`src/hdl/ascl_pkg.sv`:
```
`timescale 1ns / 1ps

package ascl_pkg;

  // Character codes
  localparam logic [7:0] CHAR_ZERO  = 8'h30;
  localparam logic [7:0] CHAR_DASH  = 8'h2D;
  localparam logic [7:0] CHAR_TWO   = 8'h32;
  localparam logic [7:0] CHAR_FOUR  = 8'h34;
  localparam logic [7:0] CHAR_SIX   = 8'h36;
  localparam logic [7:0] CHAR_COLON = 8'h3A;

  // Key codes
  localparam logic [7:0] KEY_DIGIT_LO = 8'h30;
  localparam logic [7:0] KEY_DIGIT_HI = 8'h39;
  localparam logic [7:0] KEY_BLANK    = 8'h3A;
  localparam logic [7:0] KEY_START    = 8'h3B;
  localparam logic [7:0] KEY_LEFT     = 8'h3C;
  localparam logic [7:0] KEY_RIGHT    = 8'h3D;
  localparam logic [7:0] KEY_STOP     = 8'h3E;
  localparam logic [7:0] KEY_FINISH   = 8'h3F;

  // Action codes
  localparam logic ACT_KEY  = 1'b0;
  localparam logic ACT_TICK = 1'b1;

  // Cursor range
  localparam logic [3:0] CURSOR_MIN = 4'd1;
  localparam logic [3:0] CURSOR_MAX = 4'd8;

  // Character 0 is the top byte
  typedef logic [0:7][7:0] text_t;

  localparam text_t RESET_TEXT = {CHAR_ZERO, CHAR_ZERO, CHAR_DASH, CHAR_ZERO,
                                  CHAR_ZERO, CHAR_DASH, CHAR_ZERO, CHAR_ZERO};

  typedef struct packed {
    text_t      chars;
    logic       edit_active;
    logic [3:0] cursor_offset;
    logic       run;
    logic       done;
  } clk_state_t;

  localparam clk_state_t RESET_STATE = '{
    chars:         RESET_TEXT,
    edit_active:   1'b0,
    cursor_offset: 4'd0,
    run:           1'b0,
    done:          1'b0
  };

endpackage

```
`src/hdl/ascl_update.sv`:
```
`timescale 1ns / 1ps

module ascl_update (
  input  ascl_pkg::clk_state_t cur,
  input  logic                 action,
  input  logic [7:0]           key_code,
  output ascl_pkg::clk_state_t nxt,
  output logic                 blank
);
  import ascl_pkg::*;

  // Advance one second with the byte-wise carry checks, in order
  function automatic text_t advance_second(input text_t t);
    text_t r;
    r = t;
    r[7] = r[7] + 8'd1;
    if (r[7] == CHAR_COLON) begin
      r[7] = CHAR_ZERO;
      r[6] = r[6] + 8'd1;
    end
    if (r[6] == CHAR_SIX) begin
      r[6] = CHAR_ZERO;
      r[4] = r[4] + 8'd1;
    end
    if (r[4] == CHAR_COLON) begin
      r[4] = CHAR_ZERO;
      r[3] = r[3] + 8'd1;
    end
    if (r[3] == CHAR_SIX) begin
      r[3] = CHAR_ZERO;
      r[1] = r[1] + 8'd1;
    end
    if (r[0] < CHAR_TWO) begin
      if (r[1] == CHAR_COLON) begin
        r[1] = CHAR_ZERO;
        r[0] = r[0] + 8'd1;
      end
    end else begin
      if (r[1] == CHAR_FOUR) begin
        r[1] = CHAR_ZERO;
        r[0] = CHAR_ZERO;
      end
    end
    return r;
  endfunction

  logic [2:0] write_idx;

  // Edit position counts from the right end, offset eight wraps to character 0
  assign write_idx = 3'(CURSOR_MAX - cur.cursor_offset);

  // Apply one item to the state
  always_comb begin
    nxt   = cur;
    blank = 1'b0;
    if (!cur.done) begin
      if (action == ACT_TICK) begin
        if (cur.run) begin
          nxt.chars = advance_second(cur.chars);
        end
      end else if (key_code inside {[KEY_DIGIT_LO:KEY_DIGIT_HI]}) begin
        if (cur.edit_active) begin
          nxt.chars[write_idx] = key_code;
          nxt.edit_active      = 1'b0;
          nxt.cursor_offset    = 4'd0;
        end
      end else begin
        case (key_code)
          KEY_BLANK: begin
            blank = 1'b1;
          end
          KEY_START: begin
            nxt.run         = 1'b1;
            nxt.edit_active = 1'b0;
          end
          KEY_LEFT: begin
            nxt.edit_active   = 1'b1;
            nxt.cursor_offset = (cur.cursor_offset < CURSOR_MAX) ?
                                cur.cursor_offset + 4'd1 : CURSOR_MIN;
          end
          KEY_RIGHT: begin
            nxt.edit_active   = 1'b1;
            nxt.cursor_offset = (cur.cursor_offset > CURSOR_MIN) ?
                                cur.cursor_offset - 4'd1 : CURSOR_MAX;
          end
          KEY_STOP: begin
            nxt.run         = 1'b0;
            nxt.edit_active = 1'b0;
          end
          KEY_FINISH: begin
            nxt.done = 1'b1;
            nxt.run  = 1'b0;
          end
          default: begin
            nxt = cur;
          end
        endcase
      end
    end
  end

endmodule

```
`src/hdl/ascii_clock_with_cursor_edit.sv`:
```
`timescale 1ns / 1ps

// ASCII time-of-day clock "HH-MM-SS" with a one-character edit cursor.
// Input channel (in_valid / in_ready): action selects a key press or a
// one-second tick, key_code carries the key. Output channel (out_valid /
// out_ready): one result per input item, showing the text and flags after
// that item; blank_display is set only for the item that carried the
// blank key.
// An item passes through the input register, then the result register.
// Throughput: one item per cycle unless the receiver stalls; the update
// of the clock state is a single pass of combinational logic between the
// input register and the result register.
// When the receiver stalls, the result register holds and the input
// register keeps one more item; in_ready drops only while both are full.
// Reset clears both stages and sets the text to 00-00-00, clock stopped,
// no cursor, not finished.
module ascii_clock_with_cursor_edit (
  input  logic        clk,
  input  logic        rst,
  input  logic        in_valid,
  output logic        in_ready,
  input  logic        action,
  input  logic [7:0]  key_code,
  output logic        out_valid,
  input  logic        out_ready,
  output logic [63:0] time_text,
  output logic        cursor_active,
  output logic [3:0]  cursor_position,
  output logic        clock_running,
  output logic        blank_display,
  output logic        finished
);
  import ascl_pkg::*;

  logic       s1_valid;
  logic       s1_action;
  logic [7:0] s1_key;
  logic       out_free;
  logic       s1_adv;

  clk_state_t st;
  clk_state_t st_next;
  logic       blank_next;

  assign out_free = !out_valid || out_ready;
  assign s1_adv   = s1_valid && out_free;
  assign in_ready = !s1_valid || out_free;

  // Input register: load on transfer, drop when passed on
  always_ff @(posedge clk) begin
    if (rst) begin
      s1_valid <= 1'b0;
    end else if (in_valid && in_ready) begin
      s1_valid <= 1'b1;
    end else if (s1_adv) begin
      s1_valid <= 1'b0;
    end
  end

  always_ff @(posedge clk) begin
    if (in_valid && in_ready) begin
      s1_action <= action;
      s1_key    <= key_code;
    end
  end

  ascl_update u_update (
    .cur      (st),
    .action   (s1_action),
    .key_code (s1_key),
    .nxt      (st_next),
    .blank    (blank_next)
  );

  // Clock state: advance once per item passed to the result register
  always_ff @(posedge clk) begin
    if (rst) begin
      st <= RESET_STATE;
    end else if (s1_adv) begin
      st <= st_next;
    end
  end

  // Result register
  always_ff @(posedge clk) begin
    if (rst) begin
      out_valid <= 1'b0;
    end else if (s1_adv) begin
      out_valid <= 1'b1;
    end else if (out_ready) begin
      out_valid <= 1'b0;
    end
  end

  always_ff @(posedge clk) begin
    if (s1_adv) begin
      time_text       <= st_next.chars;
      cursor_active   <= st_next.edit_active;
      cursor_position <= st_next.edit_active ? st_next.cursor_offset : 4'd0;
      clock_running   <= st_next.run;
      blank_display   <= blank_next;
      finished        <= st_next.done;
    end
  end

  // Cursor offset stays in range while editing
  a_cursor_range: assert property (@(posedge clk) disable iff (rst)
    st.edit_active |-> (st.cursor_offset >= CURSOR_MIN && st.cursor_offset <= CURSOR_MAX))
    else $error("cursor offset out of range while editing");

  // Finish is permanent
  a_done_sticky: assert property (@(posedge clk) disable iff (rst)
    st.done |=> st.done)
    else $error("finished flag cleared");

  // A finished clock never runs
  a_done_stopped: assert property (@(posedge clk) disable iff (rst)
    st.done |-> !st.run)
    else $error("clock running after finish");

  // An item leaving the input register lands in the result register
  a_adv_result: assert property (@(posedge clk) disable iff (rst)
    s1_adv |=> out_valid)
    else $error("item lost between stages");

endmodule
```
`config.mk`:
```
export PLATFORM = sky130hd
export DESIGN_NAME = ascii_clock_with_cursor_edit
export DESIGN_NICKNAME = d
export VERILOG_FILES = /design/src/hdl/ascl_pkg.sv /design/src/hdl/ascl_update.sv /design/src/hdl/ascii_clock_with_cursor_edit.sv
export SDC_FILE = /design/constraint.sdc
export NUM_CORES = 1
export LEC_CHECK = 0
export BUFFER_PORTS_ARGS = -buffer_cell sky130_fd_sc_hd__buf_2
export CAP_MARGIN = 20
export CELL_PAD_IN_SITES_DETAIL_PLACEMENT = 1
export CELL_PAD_IN_SITES_GLOBAL_PLACEMENT = 1
export CORE_ASPECT_RATIO = 1.4
export CORE_MARGIN = 5
export CORE_UTILIZATION = 49
export CTS_BUF_LIST = sky130_fd_sc_hd__clkbuf_16
export CTS_CLUSTER_DIAMETER = 80
export DETAILED_ROUTE_END_ITERATION = 12
export GPL_TIMING_DRIVEN = 0
export MAX_ROUTING_LAYER = met4
export PLACE_DENSITY = 0.91
export SYNTH_ARGS = -nofsm -noshare
export SYNTH_HDL_FRONTEND = slang
export SYNTH_SLANG_ARGS = --single-unit
```
`constraint.sdc`:
```
create_clock -name clk -period 7.2 [get_ports clk]
set_input_delay 1.08 -clock clk [delete_from_list [all_inputs] [get_ports clk]]
set_output_delay 1.08 -clock clk [all_outputs]
set_load 0.1 [all_outputs]
```
# [After elaboration in Yosys (flattened, before gate mapping)]
# Cells that the tools add are included.
[totals] ff_bits=154 input_bits=13 output_inout_bits=74 wordCells=107
[op_classes] n_addsub=9 n_lt_le_gt_ge=7 eq_ne=12 n_mux=42 n_bitwise=1 reduce_logical=14
[ops] cell="$mux 16" count=11
[ops] cell="$mux 69" count=2
[ops] cell="$mux 64" count=2
[ops] cell="$eq 8x6->1 const B" count=12
[ops] cell="$mux 8" count=11
[ops] cell="$mux 71" count=1
[ops] cell="$bwmux 64" count=1
[ops] cell="$add 8x1->8 const B" count=6
[ops] cell="$demux 8 s3" count=1
[ops] cell="$ge 8x6->1 const B" count=1
[ops] cell="$le 8x6->1 const B" count=1
[ops] cell="$lt 8x6->1 const B" count=1
[ops] cell="$mux 4" count=2
[ops] cell="$pmux 4 s2" count=1
[ops] cell="$mux 7" count=1
[ops] cell="$mux 1" count=6
[ops] cell="$reduce_or 2->1" count=3
[ops] cell="$add 4x1->4 const B" count=1
[ops] cell="$ge 4x4->1 const B" count=1
[ops] cell="$gt 4x1->1 const B" count=1
[ops] cell="$logic_and 1x1->1" count=4
[ops] cell="$lt 4x1->1 const B" count=1
[ops] cell="$lt 4x4->1 const B" count=1
[ops] cell="$not 3->4" count=1
[ops] cell="other kinds (8)" count=12

# [Logic depth before layout (Yosys ltp)]
[logic_depth] word_depth=27 depth_mapped=17 mapped_depth_nobuf=15

# [By module]
# A second synthesis with hierarchy kept.
[unflattened] hier_cells=933 area_unflattened_um2=8824.7
[by_module_without_submodules] module="ascii_clock_with_cursor_edit" n_inst=1 cells_each=403 area_each_um2=5704.2 seq_area_each_um2=3893.7
[by_module_without_submodules] module="ascl_update" n_inst=1 cells_each=530 area_each_um2=3120.5 seq_area_each_um2=0.0

# [Worst setup path after synthesis]
# No wires, ideal clock.
[synth_timing] kind="in2reg" from="input port out_ready" to="register blank_display, enable pin" setup_ns=0.464 t_arrival_ns=3.603 required_ns=6.736 slack_ns=3.132 path_stages=4 n_path_buf=1 cell_sequence="nor2b_1 nand2b_1 inv_2 buf_1"
[synth_between] elab_chain_cells=2
[synth_rtl] element="start, declared" line_no="ascii_clock_with_cursor_edit.sv:25" source="input logic out_ready,"
[synth_rtl] element="$logic_or 1x1->1" line_no="ascii_clock_with_cursor_edit.sv:45" source="assign out_free = !out_valid || out_ready;"
[synth_rtl] element="$logic_and 1x1->1" line_no="ascii_clock_with_cursor_edit.sv:46" source="assign s1_adv = s1_valid && out_free;"
[synth_rtl] element="net s1_adv" line_no="ascii_clock_with_cursor_edit.sv:39" source="logic s1_adv;"
[synth_rtl] element="end signal, assigned" line_no="ascii_clock_with_cursor_edit.sv:101" source="blank_display <= blank_next;"
[synth_rtl] element="end, declared" line_no="ascii_clock_with_cursor_edit.sv:30" source="output logic blank_display,"
# The timed path passes the listed nets, and every way through them passes these cells.
# A chain may end at the register's enable or synchronous reset.

==> run metrics <==
vias post-DR 8413; IO Pins 87; Port Buffers 85; Yosys top cell area share 0.2852; NetSw 0.0007283 W; leakage 3.613 nW; CP Capture Type flip-flop; yosys warns 0; Final Hold Viols 0; Setup-failing EPs final 0; max_slew headroom 0.3406; DIE AREA 20180 µm²; DPL Wire Length about 21000 µm; combinational share of power 0.162; Post-Synthesis Cells a little under 1000; largest net degree at the start of global routing 42; P&R area growth vs syn 15.38%; clk root buf clkbuf_16; most used cell, CP a311oi_1; maxcap violations 0; Design Area, Final 9839 µm²; first-pass GRT wire length 47610 µm; initial antenna violation count 1; status finished, final reports clean; power share of the clock group 0.393; Routed WL 30920 µm; TritonCTS Buffers 17; routed len/inst 23.37 µm; timing-limited maximum frequency about 210 MHz; worst ir drop on vdd around 110 µV; syn_area_per_cell approximately 9 µm²; most frequent cell after synthesis nor2_1; final setup TNS 0 ns; num rows 57; Crit path arrival time 4.94 ns; antenna viol nets, final 0; DP Area 9280 µm²; RSZ-0062 raised after global routing false; largest area contributor in the netlist edfxtp_1; DIE HEIGHT 166.1 µm; CP delay by family, top compound AO/OA/AOI/OAI gates; Crit-path slowest cell a311oi_1; largest cells by area after synthesis edfxtp_1, dfxtp_1, nor2_1, nand2_1, a21oi_1; count of buffer and inverter cells on the critical path 1; Critical Path Max Stage Delay 0.52 ns; share of cells above drive strength 1 0.1602; Power per Cell Area ~230 nW/µm²; register area share after synthesis 0.4566; crit path max fanout 9; CTS tree yes; DR vias/cell 6.359; Critical Path Source Type flip-flop; final RePlAce weighted congestion 0.9781; core area roughly 17000 µm²; Layout Skew just over 0.01 ns; DR iter-0 viols 688; Slew Viols, Final 0; Die W 121.5 µm; post_cts resized 0; Worst Setup Path Type reg2reg; nets@finish 1096; cts hold-fix bufs 0; Clock Latency Late Sink 0.44 ns; P_int 0.001489 W; initial core utilization 0.4941; Commonest cells post-synth nor2_1, nand2_1, edfxtp_1; Yosys cell types 94; critical path required time 7.36 ns; Sw Share 0.3285; Syn Nets 988; CTS clk-pin slew, worst paths 0.07 ns; number of global-route vias before repair between 8000 and 9000; Post-synth EDFFs 81; maximum root-to-sink buffer count 2; CTS HTree Levels 4; Synth Flop Type edfxtp_1; post-CTS setup buffers 0; HP Class reg2reg; gr usage total 0.3136; synthesized area 8528 µm²; drt drc 0; Final Cycle Share 0.6637; Clock Sinks roughly 150; Tmin final 4.778 ns; FFs w/ async S/R, synth 0; Sequential Power Share 0.445; Slew @ Worst Pin about 1 ns; drt pass-1 iters 5; critical path, cell by cell ha_1 -> nand3_1 -> xnor2_2 -> o211ai_1 -> nor2_1 -> a221oi_2 -> nor4b_1 -> o21ai_2 -> a311oi_1 -> o22a_1 -> buf_6 -> mux2i_2 -> o211ai_2 -> a311oi_1 -> o21ai_0; flops & latches, synth approximately 150; total congestion overflow 0
[cell families after synthesis]
family,count (synthesis),share of synthesized area
simple gates,431,0.2465
compound gates,245,0.1979
flops,154,0.4566
buf+inv,93,0.04460
mux,21,0.02758
xor+xnor,11,0.01218
fa+ha+maj,10,0.01467
[cells in the final DEF, fill, tap and decap left out, types with 9 or more instances in the layout]
master       n
and3_1      17
a21oi_1     58
nand3_1     31
nor3_1      24
nor2_1     124
or2_2       10
nand2_1    118
o21ai_0     53
and2_1      19
clkbuf_1    59
dfxtp_1     73
a31oi_1     19
inv_1       20
o22a_1      13
buf_2       92
nand2b_1    12
ha_1        10
edfxtp_1    81
nand4_1     20
clkbuf_16   17
mux2_2       9
or3_1       10
[power groups by stage]
stage / clock network, W / registers (W) / logic [W]
after floorplan: 0 / 0.00112 / 0.000141
after global placement: 0 / 0.00100 / 0.000342
after detailed placement: 0 / 0.00100 / 0.000351
after CTS: 0.000880 / 0.000985 / 0.000355
after global routing: 0.000918 / 0.000989 / 0.000377
final: 0.000872 / 0.000986 / 0.000360
[state kept, by name, summed over array words and instances, names as in the netlist]
name             count
time_text           64
clock_running        1
s1_key               8
cursor_position      4
st                  71
finished             1
s1_valid             1
s1_action            1
out_valid            1
blank_display        1
cursor_active        1
[per-layer routing]
metal | vias up | track usage | share of wire
met3 | 118 | 0.05315 | 0.054
li1 | 3743 | - | -
met5 | - | - | 0
met4 | 0 | 0.1770 | 0.056
met2 | 365 | 0.5126 | 0.50
met1 | 4187 | 0.3613 | 0.39
[worst reg2reg max path, delay by kind of cell (launching register included)]
kind	cells	cell delay, ns
AND/OR/NAND/NOR	3	1.08
AO/OA/AOI/OAI	8	2.06
multiplexers	1	0.34
flip-flops	1	0.39
adder cells (fa/ha/maj)	1	0.32
buffers and inverters	1	0.15
XOR/XNOR	1	0.17
[per-stage QoR]
| stage | cells | setup slack (ns) | utilization | total power [W] | hold slack, ns |
|---|---|---|---|---|---|
| after global placement | 1286 | 2.041 | 0.5359 | 0.001346 | 0.4171 |
| after global routing | 1323 | 2.168 | 0.5701 | 0.002284 | 0.4711 |
| final | 1323 | 2.422 | 0.5701 | 0.002217 | 0.4535 |
| after CTS | 1321 | 2.524 | 0.5697 | 0.002220 | 0.4586 |
| after floorplan | 965 | 3.132 | - | 0.001263 | 0.4026 |
| after detailed placement | 1289 | 2.543 | 0.5377 | 0.001355 | 0.4248 |
[worst paths after layout]
path           from            end  slack [ns]  cells after the start
min reg2reg  st[28]         st[28]        0.45                      1
max reg2reg   st[7]  time_text[59]        2.42                     15
min          st[28]         st[28]        0.45                      1
max           st[7]  time_text[59]        2.42                     15
[area by class of cell]
| cell class | instances | area, µm² |
|---|---|---|
| Inverter | 21 | 78.83 |
| Multi-Input combinational cell | 718 | 4254 |
| Buffer | 72 | 302.8 |
| Tap cell | 236 | 295.3 |
| Clock inverter | 15 | 126.4 |
| Clock buffer | 17 | 425.4 |
| Sequential cell | 154 | 3894 |
| Timing Repair Buffer | 89 | 460.4 |
| Antenna cell | 1 | 2.502 |
| Fill cell | 2098 | 7420 |
No activity file was read; power rests on OpenSTA's default activity.
